==> src/cdfa_pkg.sv <==
package cdfa_pkg;

  // Fixed field widths
  localparam int CTX_W   = 6;
  localparam int SYM_W   = 4;
  localparam int IDX_W   = 4;
  localparam int VAL_W   = 16;
  localparam int RATE_W  = 4;
  localparam int NSYM_W  = 5;

  // Defaults of the top-level parameters
  localparam int NUM_CONTEXTS_DEF = 64;
  localparam int MAX_SYMBOLS_DEF  = 16;

  // Register map: register index = paddr[3:2]
  localparam logic [1:0] REG_NUM_SYMBOLS = 2'd0;
  localparam logic [1:0] REG_MAX_RATE    = 2'd1;
  localparam logic [1:0] REG_INIT_STEP   = 2'd2;
  localparam logic [1:0] REG_INIT_FIRST  = 2'd3;

  // Register reset values
  localparam logic [NSYM_W-1:0] NUM_SYMBOLS_RST = 5'd16;
  localparam logic [RATE_W-1:0] MAX_RATE_RST    = 4'd5;
  localparam logic [VAL_W-1:0]  INIT_STEP_RST   = 16'd2048;
  localparam logic [VAL_W-1:0]  INIT_FIRST_RST  = 16'd2048;

  // Opcodes
  localparam logic OP_ADAPT = 1'b0;
  localparam logic OP_INIT  = 1'b1;

  // Control handed to the entry update unit
  typedef struct packed {
    logic              init;
    logic [IDX_W-1:0]  j;
    logic [SYM_W-1:0]  sym;
    logic [NSYM_W-1:0] n;
    logic [RATE_W-1:0] rate;
    logic [VAL_W-1:0]  step;
    logic [VAL_W-1:0]  first;
  } upd_ctrl_t;

endpackage

==> src/cdfa_upd.sv <==
module cdfa_upd import cdfa_pkg::*; (
  input  upd_ctrl_t        ctrl_i,
  input  logic [VAL_W-1:0] cur_i,
  output logic [VAL_W-1:0] val_o
);

  logic [18:0]      tgt;
  logic [18:0]      diff;
  logic [18:0]      shd;
  logic [VAL_W-1:0] init_val;
  logic [VAL_W-1:0] adapt_val;

  // init: step*j + first, modulo 2^16
  assign init_val = ctrl_i.step * {12'd0, ctrl_i.j} + ctrl_i.first;

  // target sits at the top for entries at or above the symbol, else near zero
  always_comb begin
    if ({1'b0, ctrl_i.j} >= {1'b0, ctrl_i.sym}) begin
      tgt = 19'd32769 + 19'(ctrl_i.j) - 19'(ctrl_i.n);
    end else begin
      tgt = 19'd2 - (19'd1 << ctrl_i.rate) + 19'(ctrl_i.j);
    end
  end

  // floor shift of the signed difference, result wraps to 16 bits
  assign diff      = 19'(cur_i) - tgt;
  assign shd       = 19'($signed(diff) >>> ctrl_i.rate);
  assign adapt_val = cur_i - shd[VAL_W-1:0];

  assign val_o = ctrl_i.init ? init_val : adapt_val;

endmodule

==> config.mk <==
export PLATFORM = sky130hd
export DESIGN_NAME = cdfa_upd
export DESIGN_NICKNAME = d
export VERILOG_FILES = /design/src/cdfa_pkg.sv /design/src/cdfa_upd.sv
export SDC_FILE = /design/constraint.sdc
export NUM_CORES = 1
export LEC_CHECK = 0
export BUFFER_PORTS_ARGS = -buffer_cell sky130_fd_sc_hd__buf_2
export CAP_MARGIN = 20
export CORE_UTILIZATION = 35
export DETAILED_ROUTE_END_ITERATION = 12
export PLACE_DENSITY = 0.63
export SLEW_MARGIN = 20
export SYNTH_ARGS = -nofsm -noshare
export SYNTH_HDL_FRONTEND = slang
export SYNTH_SLANG_ARGS = --single-unit
==> constraint.sdc <==
create_clock -name vclk -period 12.3
set_input_delay 2.46 -clock vclk [all_inputs]
set_output_delay 2.46 -clock vclk [all_outputs]
set_load 0.03 [all_outputs]
### Word-level counts from Yosys, hierarchy flattened

Cells that the tools add are included.

* add/subtract/negate cells: 7
* shift operators: 2
* order comparisons: 1
* muxes and demuxes: 2
* multipliers: 1

Operator list (count)
* adder 19 x 4 -> 19 bit: 1
* 2-to-1 mux 19 bit: 1
* << shifter 1 x 4 -> 19 bit (first input constant): 1
* >>> shifter 19 x 4 -> 16 bit: 1
* subtractor 16 x 19 -> 19 bit: 1
* subtractor 2 x 19 -> 19 bit (first input constant): 1
* subtractor 17 x 5 -> 18 bit: 1
* adder 16 x 4 -> 17 bit (first input constant): 1
* adder 16 bit: 1
* multiplier 16 x 4 -> 16 bit: 1
* 2-to-1 mux 16 bit: 1
* subtractor 16 bit: 1
* >= comparator 4 bit: 1

* register bits after elaboration: 0
* word-level logic and storage cells: 13
* bits of input ports: 66

### Logic depth before layout (Yosys ltp)

* depth in word-level cells: 8
* gate-level depth with buffers: 38
* gate-level depth less buffers: 35

### Worst setup path before layout

Ideal clock, no wire load.

* path type: input to output
* start: input port ctrl_i[33] in the netlist's numbering
* end: output port val_o[15]
* required time: 9.840 ns
* setup slack: -0.100 ns
* cell stages on the path: 34
* arrival: 9.940 ns
* cell sequence: buf_2 inv_1 buf_1 nand2_1 nor2_1 ha_1 inv_1 ha_1 fa_1 a21o_1 a21oi_1 clkbuf_1 o21ai_0 a21oi_1 o21ai_0 ha_1 buf_2 nand3_1 o41a_4 o21ai_1 mux2i_2 o311ai_1 and2_1 mux4_2 ha_1 o21a_1 o31ai_1 a211oi_1 o31ai_1 o21ai_0 a31oi_1 nand3_1 a211o_1 o211ai_1

* longest elaborated chain between the ends: 8

RTL lines
* from (decl): line cdfa_upd.sv:2 `input upd_ctrl_t ctrl_i,`
* << shifter 1 x 4 -> 19 bit: line cdfa_upd.sv:21 `tgt = 19'd2 - (19'd1 << ctrl_i.rate) + 19'(ctrl_i.j);`
* subtractor 2 x 19 -> 19 bit: line cdfa_upd.sv:21
* adder 19 x 4 -> 19 bit: line cdfa_upd.sv:21
* 2-to-1 mux 19 bit: line cdfa_upd.sv:18 `if ({1'b0, ctrl_i.j} >= {1'b0, ctrl_i.sym}) begin`
* subtractor 16 x 19 -> 19 bit: line cdfa_upd.sv:26 `assign diff = 19'(cur_i) - tgt;`
* >>> shifter 19 x 4 -> 16 bit (*): line cdfa_upd.sv:27 `assign shd = 19'($signed(diff) >>> ctrl_i.rate);`
* subtractor 16 bit (*): line cdfa_upd.sv:28 `assign adapt_val = cur_i - shd[VAL_W-1:0];`
* 2-to-1 mux 16 bit (*): line cdfa_upd.sv:30 `assign val_o = ctrl_i.init ? init_val : adapt_val;`
* to (decl): line cdfa_upd.sv:4 `output logic [VAL_W-1:0] val_o`

Mark *: on every way between the ends. The rest lies on a longest branch, timed or not.

### Final worst setup path

Ends and elaborated chain as after synthesis.

==> run_results.csv <==
group,metric,value,unit
run_status,status,"finished, final reports clean",
grt,overflow,0,
synth,yosys-top-cells-area,"ha_1 16%, fa_1 16%, nand2_1 5.6%",
setup_path,slowest_stage,"mux4_2",
routing,vias_per_cell,5.45,
pwr,switching_share,57.1,%
grt,grt.busiest_layer,"met2",
timing,report.final.slew_viol_count,0,
pwr,combinationalPowerShare,100.0,%
setup_path,path_buf_inv,3,
finish,seqCellArea,0,sq um
placed_design,placedCellCount,1007,
placed_design,placed_area,6240,sq um
grt,grt_pass1_vias,5230,
grt,met2_usage,31.8,%
timing,hold_violations,0,
floorplan,initial_core_util,36.4,%
timing,tightest_slew,626,ps
grt,antenna_found_initial,1,
finish,design_area,6400,sq um
pwr,clockPowerShare,0,%
setup_path,cpPeakStageDelay,490,ps
grt,grt_max_degree,29,
floorplan,pin_count,82,
timing,relSlewSlack,57.8,%
floorplan,dieArea,15800,sq um
worst_hold_path,hold_class,"in -> out",
placed_design,port_buffers,82,
synth,yosysSeqAreaShare,0,%
timing,hold_slack,5410,ps
setup_path,arrival,9460,ps
setup_path,end_kind,"primary output",
routing,vias,5532,
routing,drtAntennaViolNets,0,
routing,drc,0,
routing,drtIter0Drc,419,
synth,ys_warn_count,0,
pwr,power.density,135,nW/um^2
finish,multi_input_area,5100,sq um
timing,timing.fmax,83.9,MHz
setup_path,required,9840,ps
floorplan,core.rowCount,44,
setup_path,endpoint,"val_o[15]",
grt,grt.met1_usage,27.3,%
finish,antennaDiodeCount,0,
floorplan,die_h,126,um
synth,syn_inst,724,
setup_path,cp-startpoint,"ctrl_i[33]",
synth,synth_top_family_by_area,"adder cells",
synth,yosysMostFrequentCell,"nand2_1",
timing,final-setup-viol-count,0,
setup_path,path_class,"in -> out",
synth,synth_compound_area_share,26.4,%
synth,synth_xor_area_share,7.48,%
run,drv_cap,0,
placed_design,hpwlAfterDp,13500,um
setup_path,worst_setup_path_start_kind,"primary input",
routing,routed_wl,15800,um
setup_path,cp.depth,31,
synth,syn_nets,903,
grt,grtUsageTotal,19.6,%
synth,yosysUniqueCellTypes,69,
finish,nClkBuffers,0,
synth,synthAdderAreaFrac,32.3,%
synth,netlist_area,5370,sq um
grt,grt_pass1_wl,25600,um
finish,n_fill_cell,1593,
timing,fin_crit_sh,96.9,%
setup_path,cp_top_family,"compound AO/OA/AOI/OAI gates",
pwr,p_int,371,uW
synth,synth_top_area_share,16.3,%
floorplan,die_w,126,um
synth,synthMuxAreaShare,6.96,%
placed_design,gp_congestion,0.934,
pwr,p_switching,493,uW
pwr,power_frac_seq,0,%
routing,routedWlPerCell,15.6,um
pwr,ir_worst_vdd,0.0000722,V
finish,seq_cell_count,0,
clock_tree,hold_buffers,0,
setup_path,cpMostUsedCell,"ha_1",
synth,synthTopCellsByCount,"80 x nand2_1, 70 x ha_1, 63 x inv_1",
finish,stdcell_count,1015,
setup_path,cp_max_fo,6,
timing,min_period,11920,ps
routing,drt_first_pass_iters,4,
finish,areaGrowthSynthToFinish,19.1,%
finish,fin_nets,1012,
synth,synth_area_per_cell,7.42,sq um
pwr,p_leak,0.00308,uW
grt,use_met3,2.93,%
floorplan,coreArea,14800,sq um
synth,synth_simple_gate_area_share,20.1,%
synth,synth_top_area_cell,"ha_1",
finish,drive_gt1_share,22.4,%
cells in the final DEF, fill, tap and decap left out, types with 4 or more instances in the layout:
cell type / netlist / final
nor2b_1: 7 / 7
o21ai_0: 47 / 42
and3_1: 5 / 5
a211o_1: 4 / 4
o31ai_1: 7 / 5
buf_2: 3 / 82
mux2_2: 7 / 7
and2_1: 24 / 24
nand2b_1: 7 / 7
nand3_1: 15 / 15
xor2_1: 10 / 9
nand2_1: 80 / 80
ha_1: 70 / 70
or3_1: 9 / 8
inv_1: 63 / 62
o21ai_2: 2 / 5
clkinv_1: 4 / 4
nor3_1: 12 / 12
xnor2_1: 34 / 34
fa_1: 43 / 42
a21o_1: 18 / 18
a211oi_1: 11 / 9
buf_4: 0 / 53
nor2_1: 51 / 48
mux2i_1: 12 / 12
a31oi_1: 9 / 8
o21ai_1: 4 / 6
a21oi_1: 58 / 55
mux4_2: 6 / 6
o21a_1: 9 / 9
o211ai_1: 10 / 10
stage by stage:
stage,setup WS [ps],power (uW),setup TNS [ps],util (%)
final,382,864,0,43.4
after global routing,-54.6,958,-59.6,43.4
after CTS,40.9,838,0,42.3
after detailed placement,53.4,833,0,42.3
after global placement,150,829,0,42.3
after floorplan,66.3,623,0,-
layout make-up:
type | count | area share [%]
timing repair buffer | 136 | 12.8
tap | 184 | 3.60
multi-input combinational | 628 | 79.7
inverter | 67 | 3.93
worst min-delay path by stage:
stage                    start         to  slack (ps)  cells after the start
finish               ctrl_i[0]   val_o[0]        5410                      5
global route         ctrl_i[0]   val_o[0]        5470                      5
CTS                  ctrl_i[0]   val_o[0]        5420                      5
detailed placement   ctrl_i[0]   val_o[0]        5420                      5
global placement     ctrl_i[0]   val_o[0]        5450                      5
floorplan           ctrl_i[49]  val_o[11]        5320                      3
kinds of logic (layout without fill, tap and decap cells):
logic type | Yosys count | in the layout
compound gates | 216 | 216
xor+xnor | 45 | 45
fa+ha+maj | 113 | 113
buf+inv | 96 | 203
mux | 27 | 27
simple gates | 227 | 227
worst min-delay path, delay by kind of cell:
| kind | cells | cell delay, ps |
|---|---|---|
| AND/OR/NAND/NOR | 1 | 40 |
| AO/OA/AOI/OAI | 1 | 50 |
| adder cells (fa/ha/maj) | 1 | 120 |
| buffers and inverters | 2 | 280 |
metal layers:
| layer | routed length [um] | vias up | part of all wire (%) |
|---|---|---|---|
| li1 | - | 2795 | - |
| met1 | 7470 | 2558 | 47 |
| met2 | 6990 | 156 | 44 |
| met3 | 939 | 21 | 5.9 |
| met4 | 416 | 2 | 2.6 |
| met5 | 13 | - | 0.082 |
power groups by stage:
stage | clock, uW | sequential, uW | combinational [uW]
final | 0 | 0 | 864
after global routing | 0 | 0 | 958
after CTS | 0 | 0 | 838
after detailed placement | 0 | 0 | 833
after global placement | 0 | 0 | 829
after floorplan | 0 | 0 | 623
repair_timing:
action	in CTS	in global routing
setup endpoints to repair	1	8
resized for setup	1	29
setup buffers	0	7
cloned	0	1
pin swaps	0	6
No activity file was read; power rests on OpenSTA's default activity.
