`config.mk`:
```
export PLATFORM = sky130hd
export DESIGN_NAME = cdfa_ram
export DESIGN_NICKNAME = d
export VERILOG_FILES = /design/src/cdfa_ram.sv
export SDC_FILE = /design/constraint.sdc
export NUM_CORES = 1
export LEC_CHECK = 0
export BUFFER_PORTS_ARGS = -buffer_cell sky130_fd_sc_hd__buf_2
export CAP_MARGIN = 30
export CORE_ASPECT_RATIO = 1.4
export CORE_MARGIN = 4
export CORE_UTILIZATION = 40
export CTS_CLUSTER_DIAMETER = 80
export CTS_CLUSTER_SIZE = 14
export DETAILED_ROUTE_END_ITERATION = 12
export SYNTH_ARGS = -nofsm -noshare
export SYNTH_HDL_FRONTEND = slang
export SYNTH_SLANG_ARGS = --single-unit
```
`constraint.sdc`:
```
create_clock -name clk_i -period 2.7 [get_ports clk_i]
set_input_delay 0.405 -clock clk_i [delete_from_list [all_inputs] [get_ports clk_i]]
set_output_delay 0.405 -clock clk_i [all_outputs]
set_load 0.02 [all_outputs]
```
`src/cdfa_ram.sv`:
```
module cdfa_ram #(
  parameter int  WIDTH = 16,
  parameter int  DEPTH = 64,
  localparam int AW    = (DEPTH > 1) ? $clog2(DEPTH) : 1
) (
  input  logic             clk_i,
  input  logic             we_i,
  input  logic [AW-1:0]    waddr_i,
  input  logic [WIDTH-1:0] wdata_i,
  input  logic             re_i,
  input  logic [AW-1:0]    raddr_i,
  output logic [WIDTH-1:0] rdata_o
);

  logic [WIDTH-1:0] mem_q [DEPTH];

  // one write and one registered read per cycle
  always_ff @(posedge clk_i) begin
    if (we_i) begin
      mem_q[waddr_i] <= wdata_i;
    end
    if (re_i) begin
      rdata_o <= mem_q[raddr_i];
    end
  end

endmodule

```
---- Yosys cells after proc, flatten, opt, wreduce, memory -nomap -nowiden ----
Memory sizes are Yosys's and may differ from the RTL's. A register that Yosys moved wholly into a read port is not among the register bits.
Cells that the tools add are included.
Widths: inputs -> output; s select.
word-level totals
  memories kept ........................... 1
  word-level logic and storage cells ...... 3
  register bits ........................... 0
  output and inout bits ................... 16
  input bits .............................. 31
  RAM bits ................................ 1024
memories
  memory  depth  bits a word  rd ports  clocked after memory_dff  write ports  line  source
  mem_q   64     16           1         1                         1            15    logic [WIDTH-1:0] mem_q [DEPTH];
operators by class
  multiplexer cells ....................... 2
operators by type and width
  kind    count
  $mux 1  2

---- Depth between registers and ports, before layout ----
Gate-level depths: netlist of run 1.
  depth after elaboration ................. 2
  gate-level depth with buffers ........... 10
  gate-level depth less buffers ........... 5

---- Worst setup path after synthesis of run 1 ----
No wires, ideal clock.
  path type ............................... input to register
  start ................................... in waddr_i[3]
  end ..................................... mem mem_q[48][0] (enable)
  arrival time ............................ 2.031 ns
  path buffers ............................ 1
  data required time ...................... 2.291 ns
  stages on the path ...................... 4
  library setup time ...................... 0.409 ns
  slack ................................... 0.260 ns
  cell sequence ........................... clkbuf_1 > nor2b_1 > nand4b_1 > nor3_1
RTL lines
  element             line  source
  start: declaration  8     input logic [AW-1:0] waddr_i,
  end: declaration    15
Straight into the memory's write port.

==> results of run 1 <==
==> cell usage in the layout, fill, tap and decap left out, types with 12 or more instances in the layout <==
cell       netlist  final
a221oi_1        16     16
edfxtp_1      1040   1040
buf_12           5     29
mux4_2         220    220
nor2_1          72     72
clkbuf_16        0     86
a22oi_1         39     39
nand4_1         12     12
buf_4           13    192
nor2b_1         30     30
nand3_1         24     24
mux2i_1         85     85
a21oi_1         17     17
buf_2           36     43
nand2_1         59     59
mux2_2          27     27
==> path summary, 6_finish.rpt <==
path	slack (ns)	cells past startpoint	start	endpoint
worst max register to register	0.48	5	mem_q[11][11]	rdata_o[11]
worst min-delay path	0.13	1	wdata_i[10]	mem_q[2][10]
worst max-delay path	0.48	5	mem_q[11][11]	rdata_o[11]
worst min register to register	0.99	4	mem_q[37][2]	rdata_o[2]
==> metal layers <==
layer  share of wire [%]  up-vias
met5               0.024        -
met4                 3.7        6
met3                 5.1      165
met2                  54      627
met1                  37    10400
li1                    -     8117
==> final cells by class <==
class                           instances  share of cell area, %
Sequential cell                      1040                   68.4
Multi-Input combinational cell        685                   18.1
Timing Repair Buffer                  268                   5.01
Clock buffer                           86                   4.72
Tap cell                             1320                   3.62
Clock inverter                          6                  0.137
Antenna cell                            2                 0.0110
==> report_power, final <==
group | total (mW) | switching, mW | internal [mW]
Sequential | 17.9 | 0.0475 | 17.9
Combinational | 1.87 | 1.14 | 0.728
Clock | 10.9 | 5.25 | 5.64
==> stage by stage <==
stage / TNS [ns] / utilization (%) / hold slack [ns] / worst slack (ns) / area, um^2
5_1_grt: 0 / 45.7 / 0.116 / 0.407 / 45600
3_5_place_dp: -0.610 / 43.5 / 0.666 / -0.234 / 43400
4_1_cts: 0 / 45.7 / 0.0996 / 0.406 / 45600
2_1_floorplan: 0 / - / 0.504 / 0.260 / 40200
6_report: 0 / 45.7 / 0.135 / 0.483 / 45600
3_3_place_gp: -0.523 / 43.5 / 0.644 / -0.177 / 43400
==> critical path: cells and delay by family (launching register included) <==
kind,cells,cell delay [ns]
AO/OA/AOI/OAI,3,0.96
AND/OR/NAND/NOR,1,0.14
flip-flops,1,0.37
multiplexers,1,0.48
==> registers in the layout, indices dropped and copies added (netlist names) <==
signal,flops
rdata_o,16
mem_q,1024
==> kinds of logic after synthesis <==
logic type	Yosys count	synth area share, %
AO/OA/AOI/OAI	129	2.40
buffers and inverters	104	1.82
flip-flops	1040	77.7
multiplexers	336	15.5
AND/OR/NAND/NOR	220	2.64
==> impl_metrics.env, run 1 <==
export IMPL_synth_area_per_cell_um2=22.0
export IMPL_ctsLongestPathBuffers=3
export IMPL_grt_max_degree=65
export IMPL_vias=19300
export IMPL_timing_final_crit_share_pct=82.1
export IMPL_grtUsageTotal_pct=19.2
export IMPL_status="finished clean"
export IMPL_synth_seq_cells=1040
export IMPL_power_leakage_nw=14.5
export IMPL_slew_headroom_pct=36.9
export IMPL_synth_cell_type_count=42
export IMPL_yosys_area_top_type_share_pct=77.7
export IMPL_hold_violations=0
export IMPL_seq_area_mm2=0.0312
export IMPL_syn_inst=1829
export IMPL_crit_slowest_cell="a31oi_1"
export IMPL_fin_crit_ns=2.22
export IMPL_ir_drop_uv=423
export IMPL_routed_wl_um=100000
export IMPL_tightest_slew_ns=0.947
export IMPL_synthFlopType="edfxtp_1"
export IMPL_synth_edf_count=1040
export IMPL_drv_cap=0
export IMPL_cts_sinks=1040
export IMPL_port_buffers=46
export IMPL_area_delta_synth_final_pct=13.5
export IMPL_first_pass_iters=6
export IMPL_criticalPathCategory="reg -> reg"
export IMPL_finalClockSkew_ns=0.0235
export IMPL_met2_usage_pct=34.5
export IMPL_stdcell_count=3407
export IMPL_ctsRootBufferMaster="clkbuf_16"
export IMPL_grt_remaining_overflow=0
export IMPL_vias_per_cell=5.68
export IMPL_power_mw=30.7
export IMPL_multiInputGateArea_mm2=0.00825
export IMPL_clk_latency_ns=0.68
export IMPL_layout_nets=2110
export IMPL_cts_setup_buffers=0
export IMPL_dieWidth_um=276
export IMPL_ctsResizeCount=0
export IMPL_initial_core_util_pct=40.3
export IMPL_critPathLaunchType="flop"
export IMPL_powerDensity_mw_per_mm2=673
export IMPL_max_clock_freq_ghz=0.451
export IMPL_final_antenna_net_count=0
export IMPL_finalMaxSlewViolations=0
export IMPL_cts_made_buffers=84
export IMPL_dieArea_mm2=0.106
export IMPL_setup_violations=0
export IMPL_core_rowCount=137
export IMPL_clkTransAtPathRegs_ns=0.06
export IMPL_synth_nets=1860
export IMPL_synth_top_area_cell="edfxtp_1"
export IMPL_grt_busiest_layer="met2"
export IMPL_htreeDepth=3
export IMPL_synthTopCellsByArea="edfxtp_1, mux4_2, mux2i_1"
export IMPL_ys_warn_count=0
export IMPL_drt_iter0_drc=1920
export IMPL_placed_cells=3312
export IMPL_syn_area_mm2=0.0402
export IMPL_drc=0
export IMPL_drive_above_1_share_pct=29.5
export IMPL_cp_slowest_stage_delay_ns=0.50
export IMPL_seq_area_frac_synth_pct=77.7
export IMPL_grt_util_met3_pct=2.99
export IMPL_core_area_mm2=0.0998
export IMPL_ios=47
export IMPL_grt_pass1_vias=20300
export IMPL_cp_cell_sequence="mux4_2 > nor2b_1 > a211o_1 > a31oi_1 > a311oi_1"
export IMPL_grt_util_met1_pct=23.5
export IMPL_grt_pass1_wl_um=146000
export IMPL_grt_antenna_before_repair=6
export IMPL_worstPathRequired_ns=3.08
export IMPL_rsz0062_at_grt="false"
export IMPL_post_drt_wl_per_cell_um=29.4
export IMPL_synthArstFlopShare_pct=0
export IMPL_cts_tree="yes"
export IMPL_min_path_type="in -> reg"
export IMPL_globalplace_congestion=0.830
export IMPL_synth_commonest_cells="edfxtp_1, mux4_2, mux2i_1, nor2_1, nand2_1"
export IMPL_cts_hold_buf=1
export IMPL_dpl_hpwl_um=66500
export IMPL_die_h_um=383
export IMPL_end_kind="flop"
export IMPL_synth_most_common_cell="edfxtp_1"
export IMPL_nFillCells=8313
export IMPL_cp_max_fo=1
export IMPL_cp_arrival_ns=2.60
(Power assumes the default switching activity.)
==> run 2, diff against run 1 <==
==> constraint.sdc (replaced) <==
create_clock -name clk_i -period 2.2 [get_ports clk_i]
set_input_delay 0.33 -clock clk_i [delete_from_list [all_inputs] [get_ports clk_i]]
set_output_delay 0.33 -clock clk_i [all_outputs]
set_load 0.02 [all_outputs]
==> impl_metrics.env, run 2 (synthesis results as in run 1) <==
export IMPL_final_antenna_net_count=0
export IMPL_grt_remaining_overflow=0
export IMPL_grt_pass1_wl_um=146000
export IMPL_fin_crit_ns=2.16
export IMPL_r2r_slack_ns=0.06
export IMPL_clkTransAtPathRegs_ns=0.07
export IMPL_dpl_cell_area_mm2=0.0442
export IMPL_preCtsSetupSlack_ns=-0.700
export IMPL_grtUsageTotal_pct=19.2
export IMPL_min_path_cells=1
export IMPL_initial_core_util_pct=40.3
export IMPL_mostFrequentLayoutCells="edfxtp_1, buf_4, mux4_2"
export IMPL_layout_nets=2175
export IMPL_dieArea_mm2=0.106
export IMPL_drt_iter0_drc=1926
export IMPL_tightest_slew_ns=0.954
export IMPL_routed_wl_um=101000
export IMPL_grt_pass1_vias=20600
export IMPL_critPathLaunchType="primary input"
export IMPL_drive_above_1_share_pct=31.8
export IMPL_grt_max_degree=65
export IMPL_end_kind="flop"
export IMPL_ff2ff_path_depth=5
export IMPL_reg2reg_from="mem_q[19][0]"
export IMPL_drv_cap=0
export IMPL_area_delta_synth_final_pct=15.5
export IMPL_cts_made_buffers=84
export IMPL_vias=19600
export IMPL_stdcell_count=3470
export IMPL_min_path_type="in -> reg"
export IMPL_finalClockSkew_ns=0.0292
export IMPL_dpl_hpwl_um=65800
export IMPL_globalplace_congestion=0.860
export IMPL_worstPathRequired_ns=2.58
export IMPL_ctsLongestPathBuffers=3
export IMPL_worstHoldStart="wdata_i[4]"
export IMPL_port_buffers=46
export IMPL_cp_arrival_ns=2.54
export IMPL_finalCoreUtilization_pct=46.5
export IMPL_die_h_um=383
export IMPL_ir_drop_uv=598
export IMPL_criticalPathCategory="in -> reg"
export IMPL_ctsRootBufferMaster="clkbuf_16"
export IMPL_placed_cells=3378
export IMPL_hold_ws_ns=0.127
export IMPL_cts_setup_buffers=0
export IMPL_finalMaxSlewViolations=0
export IMPL_status="finished clean"
export IMPL_vias_per_cell=5.65
export IMPL_cts_hold_buf=0
export IMPL_rsz0062_at_grt="false"
export IMPL_power_mw=37.9
export IMPL_clk_latency_ns=0.66
export IMPL_cts_tree="yes"
export IMPL_setup_tns_ns=0
export IMPL_core_area_mm2=0.0998
export IMPL_first_pass_iters=5
export IMPL_min_to="mem_q[57][4]"
export IMPL_max_clock_freq_ghz=0.462
export IMPL_core_rowCount=137
export IMPL_cts_sinks=1040
export IMPL_postLayoutCellArea_mm2=0.0464
export IMPL_ios=47
export IMPL_cp_max_fo=23
export IMPL_setup_ws_ns=0.0373
export IMPL_largest_reg_flops=1024
export IMPL_power_leakage_nw=14.9
export IMPL_grt_antenna_before_repair=7
export IMPL_htreeDepth=3
export IMPL_drc=0
export IMPL_slew_headroom_pct=36.4
export IMPL_hold_violations=0
export IMPL_timing_final_crit_share_pct=98.3
export IMPL_post_drt_wl_per_cell_um=29.0
export IMPL_setup_violations=0
export IMPL_reg_largest_list="mem_q (1024), rdata_o (16)"
export IMPL_r2r_end="rdata_o[0]"
export IMPL_dieWidth_um=276
export IMPL_layout_commonest_cell="edfxtp_1"
export IMPL_powerDensity_mw_per_mm2=817
export IMPL_top_register="mem_q"
-- run 2: worst max path at each step --
stage | end | startpoint | depth (start not counted)
after floorplan | mem_q[39][0] | waddr_i[5] | 4
after global placement | rdata_o[15] | raddr_i[0] | 7
after detailed placement | rdata_o[4] | raddr_i[0] | 7
after CTS | rdata_o[0] | mem_q[19][0] | 5
after global routing | rdata_o[15] | mem_q[7][15] | 6
final | rdata_o[0] | raddr_i[0] | 7
-- run 2: critical path, cell delays in order --
cell and delay (ns):
buf_8 0.26, buf_12 0.28, buf_12 0.18, buf_12 0.14, mux4_2 0.57, a22oi_1 0.55, a311oi_1 0.19
-- run 2: routing by layer --
layer / GRT usage, % / up-vias / wire [um]
li1: - / 8240 / -
met3: 2.86 / 178 / 5070
met5: 0 / - / 68
met1: 23.4 / 10600 / 37900
met4: 8.43 / 10 / 4580
met2: 33.8 / 607 / 53100
-- run 2: final cells by class --
class | instances | area (um^2)
flip-flops and latches | 1040 | 31200
fillers | 8258 | 53300
repair buffers | 333 | 3040
diodes | 2 | 5.00
well taps | 1320 | 1650
clock buffers | 89 | 2230
clock inverters | 1 | 11.3
multi-input cells | 685 | 8270
-- run 2: report_power, final --
part | leakage, nW | internal, mW | switching (mW)
clock | 1.10 | 7.10 | 6.39
combinational | 4.41 | 0.983 | 1.44
sequential | 9.37 | 22.0 | 0.0488
total | 14.9 | 30.1 | 7.88
-- run 2: repair_timing --
item / in CTS / in global routing
endpoints found under the setup margin: 2 / 1
gates cloned: 0 / 0
resized for setup: 2 / 1
